### src/rtl/dds_pkg.sv
package dds_pkg;

   // width of the filter state, signed Q16.16
   localparam int SPEED_WIDTH = 32;

   localparam int WHEEL_W = 32;
   localparam int NEG_W   = WHEEL_W + 1;                 // negated right wheel, exact
   localparam int SUM_W   = WHEEL_W + 2;                 // sum / difference of the wheels
   localparam int LIN_W   = WHEEL_W + 1;                 // half the sum
   localparam int MAG_W   = SUM_W;                       // magnitude of the difference
   localparam int DIFF_W  = ((SPEED_WIDTH > LIN_W) ? SPEED_WIDTH : LIN_W) + 1;
   localparam int MUL_A_W = ((DIFF_W > MAG_W) ? DIFF_W : MAG_W) + 1;
   localparam int MUL_B_W = 18;
   localparam int PROD_W  = MUL_A_W + MUL_B_W;
   localparam int RATE_W  = MAG_W + 17;                  // mag * hi + (mag * lo >> 16)
   localparam int WIDE_W  = PROD_W;

   localparam int ALPHA_W = 17;
   localparam int ITW_W   = 32;
   localparam int DB_W    = 31;
   localparam int CSR_IDX_W  = 3;
   localparam int CSR_DATA_W = 32;

   localparam logic [ALPHA_W-1:0] ALPHA_ONE = 17'd65536;
   localparam int MILLI_SCALE = 1000;

   localparam logic [CSR_IDX_W-1:0] CSR_LINEAR_ALPHA      = 3'd0;
   localparam logic [CSR_IDX_W-1:0] CSR_ROTATION_ALPHA    = 3'd1;
   localparam logic [CSR_IDX_W-1:0] CSR_INV_TRACK_WIDTH   = 3'd2;
   localparam logic [CSR_IDX_W-1:0] CSR_ROTATION_DEADBAND = 3'd3;

   localparam logic [ALPHA_W-1:0] LINEAR_ALPHA_RESET      = 17'd13107;
   localparam logic [ALPHA_W-1:0] ROTATION_ALPHA_RESET    = 17'd13107;
   localparam logic [ITW_W-1:0]   INV_TRACK_WIDTH_RESET   = 32'd65536;
   localparam logic [DB_W-1:0]    ROTATION_DEADBAND_RESET = 31'd655;

   typedef struct packed {
      logic [ALPHA_W-1:0] linear_alpha;
      logic [ALPHA_W-1:0] rotation_alpha;
      logic [ITW_W-1:0]   inv_track_width;
      logic [DB_W-1:0]    rotation_deadband;
   } cfg_type;

   typedef struct packed {
      logic                      en;
      logic signed [MUL_A_W-1:0] a;
      logic signed [MUL_B_W-1:0] b;
   } mul_req_type;

endpackage

### src/rtl/dds_if.sv
interface dds_req_if;
   logic               valid;
   logic               ready;
   logic signed [31:0] right_wheel_raw;
   logic signed [31:0] left_wheel_raw;

   modport source (output valid, output right_wheel_raw, output left_wheel_raw, input ready);
   modport sink (input valid, input right_wheel_raw, input left_wheel_raw, output ready);
endinterface

interface dds_rsp_if;
   logic               valid;
   logic               ready;
   logic signed [31:0] right_wheel_speed;
   logic signed [31:0] left_wheel_speed;
   logic signed [31:0] body_speed_milli;
   logic signed [31:0] body_rotation_milli;

   modport source (output valid, output right_wheel_speed, output left_wheel_speed,
                   output body_speed_milli, output body_rotation_milli, input ready);
   modport sink (input valid, input right_wheel_speed, input left_wheel_speed,
                 input body_speed_milli, input body_rotation_milli, output ready);
endinterface

### src/rtl/dds_csr.sv
module dds_csr
   import dds_pkg::*;
(
   input  logic                  clock,
   input  logic                  reset,
   input  logic                  csr_wr_en,
   input  logic [CSR_IDX_W-1:0]  csr_index,
   input  logic [CSR_DATA_W-1:0] csr_wdata,
   output cfg_type               cfg
);

   cfg_type cfg_ff, cfg_in;

   always_comb begin
      cfg_in = cfg_ff;
      if (csr_wr_en) begin
         case (csr_index)
            CSR_LINEAR_ALPHA:      cfg_in.linear_alpha      = csr_wdata[ALPHA_W-1:0];
            CSR_ROTATION_ALPHA:    cfg_in.rotation_alpha    = csr_wdata[ALPHA_W-1:0];
            CSR_INV_TRACK_WIDTH:   cfg_in.inv_track_width   = csr_wdata[ITW_W-1:0];
            CSR_ROTATION_DEADBAND: cfg_in.rotation_deadband = csr_wdata[DB_W-1:0];
            default: ;
         endcase
      end
   end

   always_ff @(posedge clock) begin
      if (reset) begin
         cfg_ff.linear_alpha      <= LINEAR_ALPHA_RESET;
         cfg_ff.rotation_alpha    <= ROTATION_ALPHA_RESET;
         cfg_ff.inv_track_width   <= INV_TRACK_WIDTH_RESET;
         cfg_ff.rotation_deadband <= ROTATION_DEADBAND_RESET;
      end else begin
         cfg_ff <= cfg_in;
      end
   end

   assign cfg = cfg_ff;

endmodule

### src/rtl/dds_mul.sv
module dds_mul
   import dds_pkg::*;
(
   input  logic                     clock,
   input  mul_req_type              op,
   output logic signed [PROD_W-1:0] prod
);

   logic signed [PROD_W-1:0] prod_ff, prod_in;

   assign prod_in = op.a * op.b;

   // product holds until the next issued operation
   always_ff @(posedge clock) begin
      if (op.en) begin
         prod_ff <= prod_in;
      end
   end

   assign prod = prod_ff;

endmodule

### src/rtl/dds_core.sv
module dds_core
   import dds_pkg::*;
(
   input  logic                     clock,
   input  logic                     reset,
   input  cfg_type                  cfg,
   dds_req_if.sink                  req_chan,
   dds_rsp_if.source                rsp_chan,
   output mul_req_type              mul_op,
   input  logic signed [PROD_W-1:0] mul_prod
);

   localparam logic [3:0] ST_IDLE = 4'd0;
   localparam logic [3:0] ST_PREP = 4'd1;
   localparam logic [3:0] ST_MLO  = 4'd2;
   localparam logic [3:0] ST_MHI  = 4'd3;
   localparam logic [3:0] ST_LIN  = 4'd4;
   localparam logic [3:0] ST_ROT  = 4'd5;
   localparam logic [3:0] ST_ML   = 4'd6;
   localparam logic [3:0] ST_MR   = 4'd7;
   localparam logic [3:0] ST_OUT  = 4'd8;

   function automatic logic signed [SPEED_WIDTH-1:0] sat_avg(input logic signed [WIDE_W-1:0] v);
      logic ovf;
      ovf = !((&v[WIDE_W-1:SPEED_WIDTH-1]) || !(|v[WIDE_W-1:SPEED_WIDTH-1]));
      if (!ovf) return v[SPEED_WIDTH-1:0];
      return v[WIDE_W-1] ? {1'b1, {(SPEED_WIDTH-1){1'b0}}} : {1'b0, {(SPEED_WIDTH-1){1'b1}}};
   endfunction

   function automatic logic signed [31:0] sat32(input logic signed [WIDE_W-1:0] v);
      logic ovf;
      ovf = !((&v[WIDE_W-1:31]) || !(|v[WIDE_W-1:31]));
      if (!ovf) return v[31:0];
      return v[WIDE_W-1] ? {1'b1, {31{1'b0}}} : {1'b0, {31{1'b1}}};
   endfunction

   // divide by 65536, rounding toward zero
   function automatic logic signed [WIDE_W-1:0] tz16(input logic signed [WIDE_W-1:0] p);
      logic signed [WIDE_W-1:0] adj;
      adj = p[WIDE_W-1] ? p + WIDE_W'(65535) : p;
      return adj >>> 16;
   endfunction

   logic [3:0]                    state_ff, state_in;
   logic signed [NEG_W-1:0]       wr_ff, wr_in;
   logic signed [WHEEL_W-1:0]     wl_ff, wl_in;
   logic signed [LIN_W-1:0]       lin_raw_ff, lin_raw_in;
   logic [MAG_W-1:0]              mag_ff, mag_in;
   logic                          neg_ff, neg_in;
   logic [MAG_W-1:0]              acc_ff, acc_in;
   logic signed [SPEED_WIDTH-1:0] rot_raw_ff, rot_raw_in;
   logic signed [SPEED_WIDTH-1:0] ylin_ff, ylin_in;
   logic signed [SPEED_WIDTH-1:0] yrot_ff, yrot_in;
   logic signed [31:0]            speed_milli_ff, speed_milli_in;

   logic                          rsp_valid_ff, rsp_valid_in;
   logic signed [31:0]            out_right_ff, out_right_in;
   logic signed [31:0]            out_left_ff, out_left_in;
   logic signed [31:0]            out_speed_ff, out_speed_in;
   logic signed [31:0]            out_rot_ff, out_rot_in;

   logic signed [SUM_W-1:0]       sum_w, sum_adj, diff_w;
   logic [RATE_W-1:0]             rate_u;
   logic signed [WIDE_W-1:0]      rate_s, ema_sum;
   logic signed [DIFF_W-1:0]      d_w;
   logic [WIDE_W-1:0]             yrot_mag;
   logic                          in_band;
   logic [ALPHA_W-1:0]            alpha_lin, alpha_rot;
   logic                          out_load;

   assign alpha_lin = (cfg.linear_alpha > ALPHA_ONE) ? ALPHA_ONE : cfg.linear_alpha;
   assign alpha_rot = (cfg.rotation_alpha > ALPHA_ONE) ? ALPHA_ONE : cfg.rotation_alpha;

   assign out_load = (state_ff == ST_OUT) && (!rsp_valid_ff || rsp_chan.ready);

   always_comb begin
      state_in       = state_ff;
      wr_in          = wr_ff;
      wl_in          = wl_ff;
      lin_raw_in     = lin_raw_ff;
      mag_in         = mag_ff;
      neg_in         = neg_ff;
      acc_in         = acc_ff;
      rot_raw_in     = rot_raw_ff;
      ylin_in        = ylin_ff;
      yrot_in        = yrot_ff;
      speed_milli_in = speed_milli_ff;
      out_right_in   = out_right_ff;
      out_left_in    = out_left_ff;
      out_speed_in   = out_speed_ff;
      out_rot_in     = out_rot_ff;
      mul_op.en      = 1'b0;
      mul_op.a       = '0;
      mul_op.b       = '0;

      sum_w    = SUM_W'(wr_ff) + SUM_W'(wl_ff);
      sum_adj  = sum_w[SUM_W-1] ? sum_w + SUM_W'(1) : sum_w;
      diff_w   = SUM_W'(wr_ff) - SUM_W'(wl_ff);
      rate_u   = RATE_W'(mul_prod) + RATE_W'(acc_ff);
      rate_s   = neg_ff ? -WIDE_W'(rate_u) : WIDE_W'(rate_u);
      ema_sum  = '0;
      d_w      = '0;
      yrot_mag = yrot_ff[SPEED_WIDTH-1] ? -WIDE_W'(yrot_ff) : WIDE_W'(yrot_ff);
      in_band  = yrot_mag < WIDE_W'(cfg.rotation_deadband);

      case (state_ff)
         ST_IDLE: begin
            if (req_chan.valid) begin
               wr_in    = -(NEG_W'(req_chan.right_wheel_raw));
               wl_in    = req_chan.left_wheel_raw;
               state_in = ST_PREP;
            end
         end
         ST_PREP: begin
            lin_raw_in = LIN_W'(sum_adj >>> 1);
            neg_in     = diff_w[SUM_W-1];
            mag_in     = diff_w[SUM_W-1] ? MAG_W'(-diff_w) : MAG_W'(diff_w);
            state_in   = ST_MLO;
         end
         ST_MLO: begin
            mul_op.en = 1'b1;
            mul_op.a  = MUL_A_W'(mag_ff);
            mul_op.b  = MUL_B_W'(cfg.inv_track_width[15:0]);
            state_in  = ST_MHI;
         end
         ST_MHI: begin
            acc_in    = MAG_W'(mul_prod >> 16);
            mul_op.en = 1'b1;
            mul_op.a  = MUL_A_W'(mag_ff);
            mul_op.b  = MUL_B_W'(cfg.inv_track_width[31:16]);
            state_in  = ST_LIN;
         end
         ST_LIN: begin
            rot_raw_in = sat_avg(rate_s);
            d_w        = DIFF_W'(lin_raw_ff) - DIFF_W'(ylin_ff);
            mul_op.en  = 1'b1;
            mul_op.a   = MUL_A_W'(d_w);
            mul_op.b   = MUL_B_W'(alpha_lin);
            state_in   = ST_ROT;
         end
         ST_ROT: begin
            ema_sum   = WIDE_W'(ylin_ff) + tz16(mul_prod);
            ylin_in   = sat_avg(ema_sum);
            d_w       = DIFF_W'(rot_raw_ff) - DIFF_W'(yrot_ff);
            mul_op.en = 1'b1;
            mul_op.a  = MUL_A_W'(d_w);
            mul_op.b  = MUL_B_W'(alpha_rot);
            state_in  = ST_ML;
         end
         ST_ML: begin
            ema_sum   = WIDE_W'(yrot_ff) + tz16(mul_prod);
            yrot_in   = sat_avg(ema_sum);
            mul_op.en = 1'b1;
            mul_op.a  = MUL_A_W'(ylin_ff);
            mul_op.b  = MUL_B_W'(MILLI_SCALE);
            state_in  = ST_MR;
         end
         ST_MR: begin
            speed_milli_in = sat32(tz16(mul_prod));
            mul_op.en      = 1'b1;
            // filtered rotation inside the deadband reads as zero; state keeps it
            mul_op.a       = in_band ? '0 : MUL_A_W'(yrot_ff);
            mul_op.b       = MUL_B_W'(MILLI_SCALE);
            state_in       = ST_OUT;
         end
         ST_OUT: begin
            if (out_load) begin
               out_right_in = sat32(WIDE_W'(wr_ff));
               out_left_in  = wl_ff;
               out_speed_in = speed_milli_ff;
               out_rot_in   = sat32(tz16(mul_prod));
               state_in     = ST_IDLE;
            end
         end
         default: state_in = ST_IDLE;
      endcase
   end

   always_comb begin
      rsp_valid_in = rsp_valid_ff;
      if (out_load) begin
         rsp_valid_in = 1'b1;
      end else if (rsp_chan.ready) begin
         rsp_valid_in = 1'b0;
      end
   end

   always_ff @(posedge clock) begin
      if (reset) begin
         state_ff     <= ST_IDLE;
         rsp_valid_ff <= 1'b0;
         ylin_ff      <= '0;
         yrot_ff      <= '0;
      end else begin
         state_ff     <= state_in;
         rsp_valid_ff <= rsp_valid_in;
         ylin_ff      <= ylin_in;
         yrot_ff      <= yrot_in;
      end
   end

   always_ff @(posedge clock) begin
      wr_ff          <= wr_in;
      wl_ff          <= wl_in;
      lin_raw_ff     <= lin_raw_in;
      mag_ff         <= mag_in;
      neg_ff         <= neg_in;
      acc_ff         <= acc_in;
      rot_raw_ff     <= rot_raw_in;
      speed_milli_ff <= speed_milli_in;
      out_right_ff   <= out_right_in;
      out_left_ff    <= out_left_in;
      out_speed_ff   <= out_speed_in;
      out_rot_ff     <= out_rot_in;
   end

   assign req_chan.ready               = (state_ff == ST_IDLE);
   assign rsp_chan.valid               = rsp_valid_ff;
   assign rsp_chan.right_wheel_speed   = out_right_ff;
   assign rsp_chan.left_wheel_speed    = out_left_ff;
   assign rsp_chan.body_speed_milli    = out_speed_ff;
   assign rsp_chan.body_rotation_milli = out_rot_ff;

endmodule

### src/rtl/diff_drive_speed_estimator.sv
// A sample is taken only in IDLE and steps PREP, MLO, MHI, LIN, ROT, ML, MR, OUT;
//   OUT registers rsp valid, one beat per sample. A single shared 35x18 multiplier
//   is stepped through six products (rate low/high, two EMA weights, two x1000).
// A result waits in the output register while the next sample is taken in.
// Reset (synchronous, active high) clears both averages to zero, loads the
//   register defaults and drops rsp valid.
module diff_drive_speed_estimator
   import dds_pkg::*;
(
   input  logic                  clock,
   input  logic                  reset,
   dds_req_if.sink               req_chan,
   dds_rsp_if.source             rsp_chan,
   input  logic                  csr_wr_en,
   input  logic [CSR_IDX_W-1:0]  csr_index,
   input  logic [CSR_DATA_W-1:0] csr_wdata
);

   cfg_type                  cfg;
   mul_req_type              mul_op;
   logic signed [PROD_W-1:0] mul_prod;

   dds_csr u_csr (
      .clock     (clock),
      .reset     (reset),
      .csr_wr_en (csr_wr_en),
      .csr_index (csr_index),
      .csr_wdata (csr_wdata),
      .cfg       (cfg)
   );

   dds_mul u_mul (
      .clock (clock),
      .op    (mul_op),
      .prod  (mul_prod)
   );

   dds_core u_core (
      .clock    (clock),
      .reset    (reset),
      .cfg      (cfg),
      .req_chan (req_chan),
      .rsp_chan (rsp_chan),
      .mul_op   (mul_op),
      .mul_prod (mul_prod)
   );

endmodule

### src/flat_wrapper.sv
// flat-port wrapper written by rule: the top's interface ports become plain ports
module diff_drive_speed_estimator_flat import dds_pkg::*;
  (clock, reset, csr_wr_en, csr_index, csr_wdata, req_chan_valid, req_chan_right_wheel_raw, req_chan_left_wheel_raw, req_chan_ready, rsp_chan_valid, rsp_chan_right_wheel_speed, rsp_chan_left_wheel_speed, rsp_chan_body_speed_milli, rsp_chan_body_rotation_milli, rsp_chan_ready);
  dds_req_if req_chan_i ();
  dds_rsp_if rsp_chan_i ();
  input  logic clock;
  input  logic reset;
  input  logic csr_wr_en;
  input  logic [CSR_IDX_W-1:0] csr_index;
  input  logic [CSR_DATA_W-1:0] csr_wdata;
  input wire logic [$bits(req_chan_i.valid)-1:0] req_chan_valid;
  input wire logic [$bits(req_chan_i.right_wheel_raw)-1:0] req_chan_right_wheel_raw;
  input wire logic [$bits(req_chan_i.left_wheel_raw)-1:0] req_chan_left_wheel_raw;
  output wire logic [$bits(req_chan_i.ready)-1:0] req_chan_ready;
  output wire logic [$bits(rsp_chan_i.valid)-1:0] rsp_chan_valid;
  output wire logic [$bits(rsp_chan_i.right_wheel_speed)-1:0] rsp_chan_right_wheel_speed;
  output wire logic [$bits(rsp_chan_i.left_wheel_speed)-1:0] rsp_chan_left_wheel_speed;
  output wire logic [$bits(rsp_chan_i.body_speed_milli)-1:0] rsp_chan_body_speed_milli;
  output wire logic [$bits(rsp_chan_i.body_rotation_milli)-1:0] rsp_chan_body_rotation_milli;
  input wire logic [$bits(rsp_chan_i.ready)-1:0] rsp_chan_ready;
  assign req_chan_i.valid = req_chan_valid;
  assign req_chan_i.right_wheel_raw = req_chan_right_wheel_raw;
  assign req_chan_i.left_wheel_raw = req_chan_left_wheel_raw;
  assign req_chan_ready = req_chan_i.ready;
  assign rsp_chan_valid = rsp_chan_i.valid;
  assign rsp_chan_right_wheel_speed = rsp_chan_i.right_wheel_speed;
  assign rsp_chan_left_wheel_speed = rsp_chan_i.left_wheel_speed;
  assign rsp_chan_body_speed_milli = rsp_chan_i.body_speed_milli;
  assign rsp_chan_body_rotation_milli = rsp_chan_i.body_rotation_milli;
  assign rsp_chan_i.ready = rsp_chan_ready;
  diff_drive_speed_estimator u_core (.clock(clock), .reset(reset), .req_chan(req_chan_i), .rsp_chan(rsp_chan_i), .csr_wr_en(csr_wr_en), .csr_index(csr_index), .csr_wdata(csr_wdata));
endmodule
### config.mk
export PLATFORM = sky130hd
export DESIGN_NAME = diff_drive_speed_estimator_flat
export DESIGN_NICKNAME = d
export VERILOG_FILES = /design/src/rtl/dds_pkg.sv /design/src/rtl/dds_if.sv /design/src/rtl/dds_csr.sv /design/src/rtl/dds_mul.sv /design/src/rtl/dds_core.sv /design/src/rtl/diff_drive_speed_estimator.sv /design/src/flat_wrapper.sv
export SDC_FILE = /design/constraint.sdc
export NUM_CORES = 2
export LEC_CHECK = 0
export ABC_CLOCK_PERIOD_IN_PS = 22400
export BUFFER_PORTS_ARGS = -buffer_cell sky130_fd_sc_hd__buf_2
export CORE_ASPECT_RATIO = 0.8
export CORE_MARGIN = 4
export CORE_UTILIZATION = 44
export CTS_BUF_LIST = sky130_fd_sc_hd__clkbuf_4 sky130_fd_sc_hd__clkbuf_8
export DETAILED_ROUTE_END_ITERATION = 10
export SLEW_MARGIN = 5
export SYNTH_ARGS = -nofsm -noshare
export SYNTH_HDL_FRONTEND = slang
export SYNTH_HIERARCHICAL = 1
export SYNTH_SLANG_ARGS = --single-unit
### constraint.sdc
create_clock -name clock -period 22.4 [get_ports clock]
set_input_delay 5.6 -clock clock [delete_from_list [all_inputs] [get_ports clock]]
set_output_delay 5.6 -clock clock [all_outputs]
set_load 0.1 [all_outputs]
==> impl_metrics.json <==
{
  "ys_seq_area_share_pct": 25.8,
  "fin_crit_ps": 12570,
  "intPower_uw": 2430,
  "ios": 234,
  "rsz0062_at_grt": "false",
  "worst_ep_arrival_time_ps": 13130,
  "switching_share_pct": 41.0,
  "synth-async-reset-ratio_pct": 0,
  "synth_top_area_share_pct": 20.3,
  "drv_cap": 0,
  "powerDensity_nw_per_um2": 62.1,
  "wl_per_cell_um": 23.2,
  "synth.net_count": 7640,
  "synth_cell_types": 109,
  "grt-ovfl-total": 0,
  "instances_no_fill": 8606,
  "wl_um": 199000,
  "grt_first_pass_wirelength_um": 302000,
  "power.switching_uw": 1690,
  "worst_pin_slew_ps": 1300,
  "reg2reg_depth": 43,
  "die_h_um": 341,
  "path_max_fanout": 32,
  "required_ps": 22960,
  "area_growth_pct": 9.02,
  "synth_most_common_cell": "inv_1",
  "fp.dieW_um": 424,
  "yosys.area.top_type": "edfxtp_1",
  "ys_warn_count": 6,
  "crit_family": "adder cells",
  "layout-drive-gt1-share_pct": 9.74,
  "cp-end-kind": "register",
  "io_buffers": 233,
  "grtUsageTotal_pct": 27.3,
  "r2r_end": "u_core/u_mul/prod[52]",
  "num-fill-cells": 12900,
  "maxSlewViolCount": 0,
  "core_area_um2": 137000,
  "clkSlewWorstSetupHoldPaths_ps": 60,
  "status": "finished, final reports clean",
  "post_cts_buffers": 0,
  "syn-instance-count": 6519,
  "ctsHoldBuffers": 0,
  "post-route-period-util_pct": 56.1,
  "postLayoutCoreUtil_pct": 48.6,
  "combPwrFrac_pct": 39.0,
  "fin_area_um2": 66400,
  "min_delay_worst_endpoint": "u_core/u_core/rsp_chan.body_speed_milli[21]",
  "p_leak_uw": 0.0285,
  "via_count": 49200,
  "num_rows": 121,
  "grt_max_degree": 138,
  "viasPerCell": 5.72,
  "cpPeakStageDelay_ps": 750,
  "dr.pass1.iters": 9,
  "final_nets": 7783,
  "synth_area_per_cell_um2": 9.34,
  "drtIter0Drc": 4802,
  "place_inst": 8405,
  "relSlewSlack_pct": 13.3,
  "pwr-share-seq_pct": 33.9,
  "h-tree-depth": 3,
  "r2r_start": "u_core/u_core/yrot_ff[1]",
  "hold_violations": 0,
  "cts_max_path_buffers": 3,
  "ys_ff_latch": 578,
  "start_util_pct": 44.6,
  "antenna_found_initial": 12,
  "cts_inserted_buffers": 100,
  "synthTopCellsByArea": "edfxtp_1 (20%), fa_1 (20%), ha_1 (8.4%)",
  "min_path_cells": 0,
  "pwr-share-clk_pct": 27.1,
  "setup_viol": 0,
  "startpoint_type": "register",
  "fin_ws_ps": 9830,
  "cts_resized": 0,
  "dpl_worst_slack_ps": 10000,
  "crit_slowest_cell": "nand3_1",
  "syn_area_um2": 60900,
  "antenna_left": 0,
  "clkLatencyLatePin_ps": 890,
  "min_from": "u_core/u_core/speed_milli_ff[21]",
  "vdd_drop_max_mv": 0.0567,
  "r2r_setup_slack_ps": 9830,
  "die_area_um2": 144000,
  "synth_edf_count": 412,
  "cpMostUsedCell": "fa_1",
  "dpl-instance-area_um2": 64100,
  "cp_num_buf_inv": 6,
  "drc_errors": 0,
  "hpwl_um": 157000,
  "fmax_mhz": 79.5,
  "place_congestion": 0.956,
  "worst-setup-path-type": "reg -> reg",
  "clock-sinks": 578,
  "tns_ps": 0,
  "grt_pass1_vias": 48500,
  "hold_path.class": "reg -> reg",
  "skew_ps": 56.5,
  "cts_tree": "done",
  "synth_flop_cell": "edfxtp_1",
  "root_buffer": "clkbuf_8",
  "netlist_top_cells_count": "inv_1 (864), nand2_1 (652), fa_1 (608)"
}
sequential cells by signal, indices dropped and copies added (netlist names), 4 cells and up:
signal and flops:
u_core/u_core/speed_milli_ff 32, u_core/u_core/mag_ff 34, u_core/u_core/rsp_chan.body_speed_milli 32, u_core/u_core/yrot_ff 32, u_core/u_core/rot_raw_ff 32, u_core/u_core/acc_ff 34
u_core/u_core/ylin_ff 32, u_core/u_mul/prod 53, u_core/u_core/lin_raw_ff 33, u_core/u_core/wr_ff 33, u_core/u_core/rsp_chan.left_wheel_speed 32, u_core/u_core/state_ff 4
u_core/u_core/rsp_chan.body_rotation_milli 32, u_core/u_core/wl_ff 32, u_core/u_csr/cfg 97, u_core/u_core/rsp_chan.right_wheel_speed 32
through the flow:
step	hold WS (ps)	power, uW
CTS	417	4110
floorplan	400	2430
global route	424	4340
finish	419	4120
global placement	401	2970
detailed placement	405	2970
how the worst max path moves through the flow:
| stage | end | slack [ps] | start | cells after the start |
|---|---|---|---|---|
| 2_1_floorplan | u_core/u_core/rsp_chan.body_rotation_milli[0] | 10400 | rsp_chan_ready | 2 |
| 3_3_place_gp | u_core/u_mul/prod[52] | 10140 | u_core/u_core/yrot_ff[1] | 43 |
| 3_5_place_dp | u_core/u_mul/prod[52] | 10000 | u_core/u_core/yrot_ff[1] | 43 |
| 4_1_cts | u_core/u_mul/prod[52] | 9950 | u_core/u_core/yrot_ff[1] | 43 |
| 5_1_grt | u_core/u_mul/prod[52] | 9040 | u_core/u_core/yrot_ff[1] | 43 |
| 6_report | u_core/u_mul/prod[52] | 9830 | u_core/u_core/yrot_ff[1] | 43 |
cell families (layout without fill, tap and decap cells):
| logic type | Yosys count | count (layout) | share of synthesized area [%] |
|---|---|---|---|
| multiplexers | 181 | 181 | 3.04 |
| buffers and inverters | 1156 | 1384 | 7.30 |
| AND/OR/NAND/NOR | 1971 | 1971 | 16.1 |
| other | 1 | 15 | 0.00616 |
| flip-flops | 578 | 578 | 25.8 |
| adder cells (fa/ha/maj) | 1017 | 1017 | 28.4 |
| XOR/XNOR | 452 | 452 | 6.50 |
| AO/OA/AOI/OAI | 1163 | 1163 | 12.9 |
power by group through the flow:
| stage | Clock, uW | Sequential (uW) | Combinational, uW |
|---|---|---|---|
| after floorplan | 0 | 1330 | 1100 |
| after global placement | 0 | 1410 | 1550 |
| after detailed placement | 0 | 1410 | 1560 |
| after CTS | 1150 | 1390 | 1570 |
| after global routing | 1200 | 1400 | 1750 |
| final | 1120 | 1400 | 1610 |
final cells by class:
| class | instances | area (um^2) | share of cell area (%) |
|---|---|---|---|
| multi-input combinational | 4785 | 41000 | 61.7 |
| sequential | 578 | 15700 | 23.6 |
| inverter | 865 | 3250 | 4.89 |
| tap | 1845 | 2310 | 3.48 |
| timing repair buffer | 332 | 1910 | 2.88 |
| clock buffer | 132 | 1670 | 2.52 |
| clock inverter | 55 | 562 | 0.846 |
| antenna | 14 | 35.0 | 0.0528 |
placed cells by master (no fill, tap or decap), types with 163 or more instances in the layout:
master and count:
buf_2 232, edfxtp_1 412, xnor2_1 314, nor2_1 352, ha_1 409, nand2b_1 163, nand2_1 652, fa_1 608
and2_1 266, dfxtp_1 166, o21ai_0 192, a21oi_1 294, inv_1 863
metal layers:
layer	up-vias	track usage, %	part of all wire (%)
li1	22300	-	-
met1	24400	39.9	45
met2	2197	40.3	42
met3	295	6.73	10
met4	8	7.24	2.4
met5	-	0	0.024
Power figures use the tool's default switching activity.
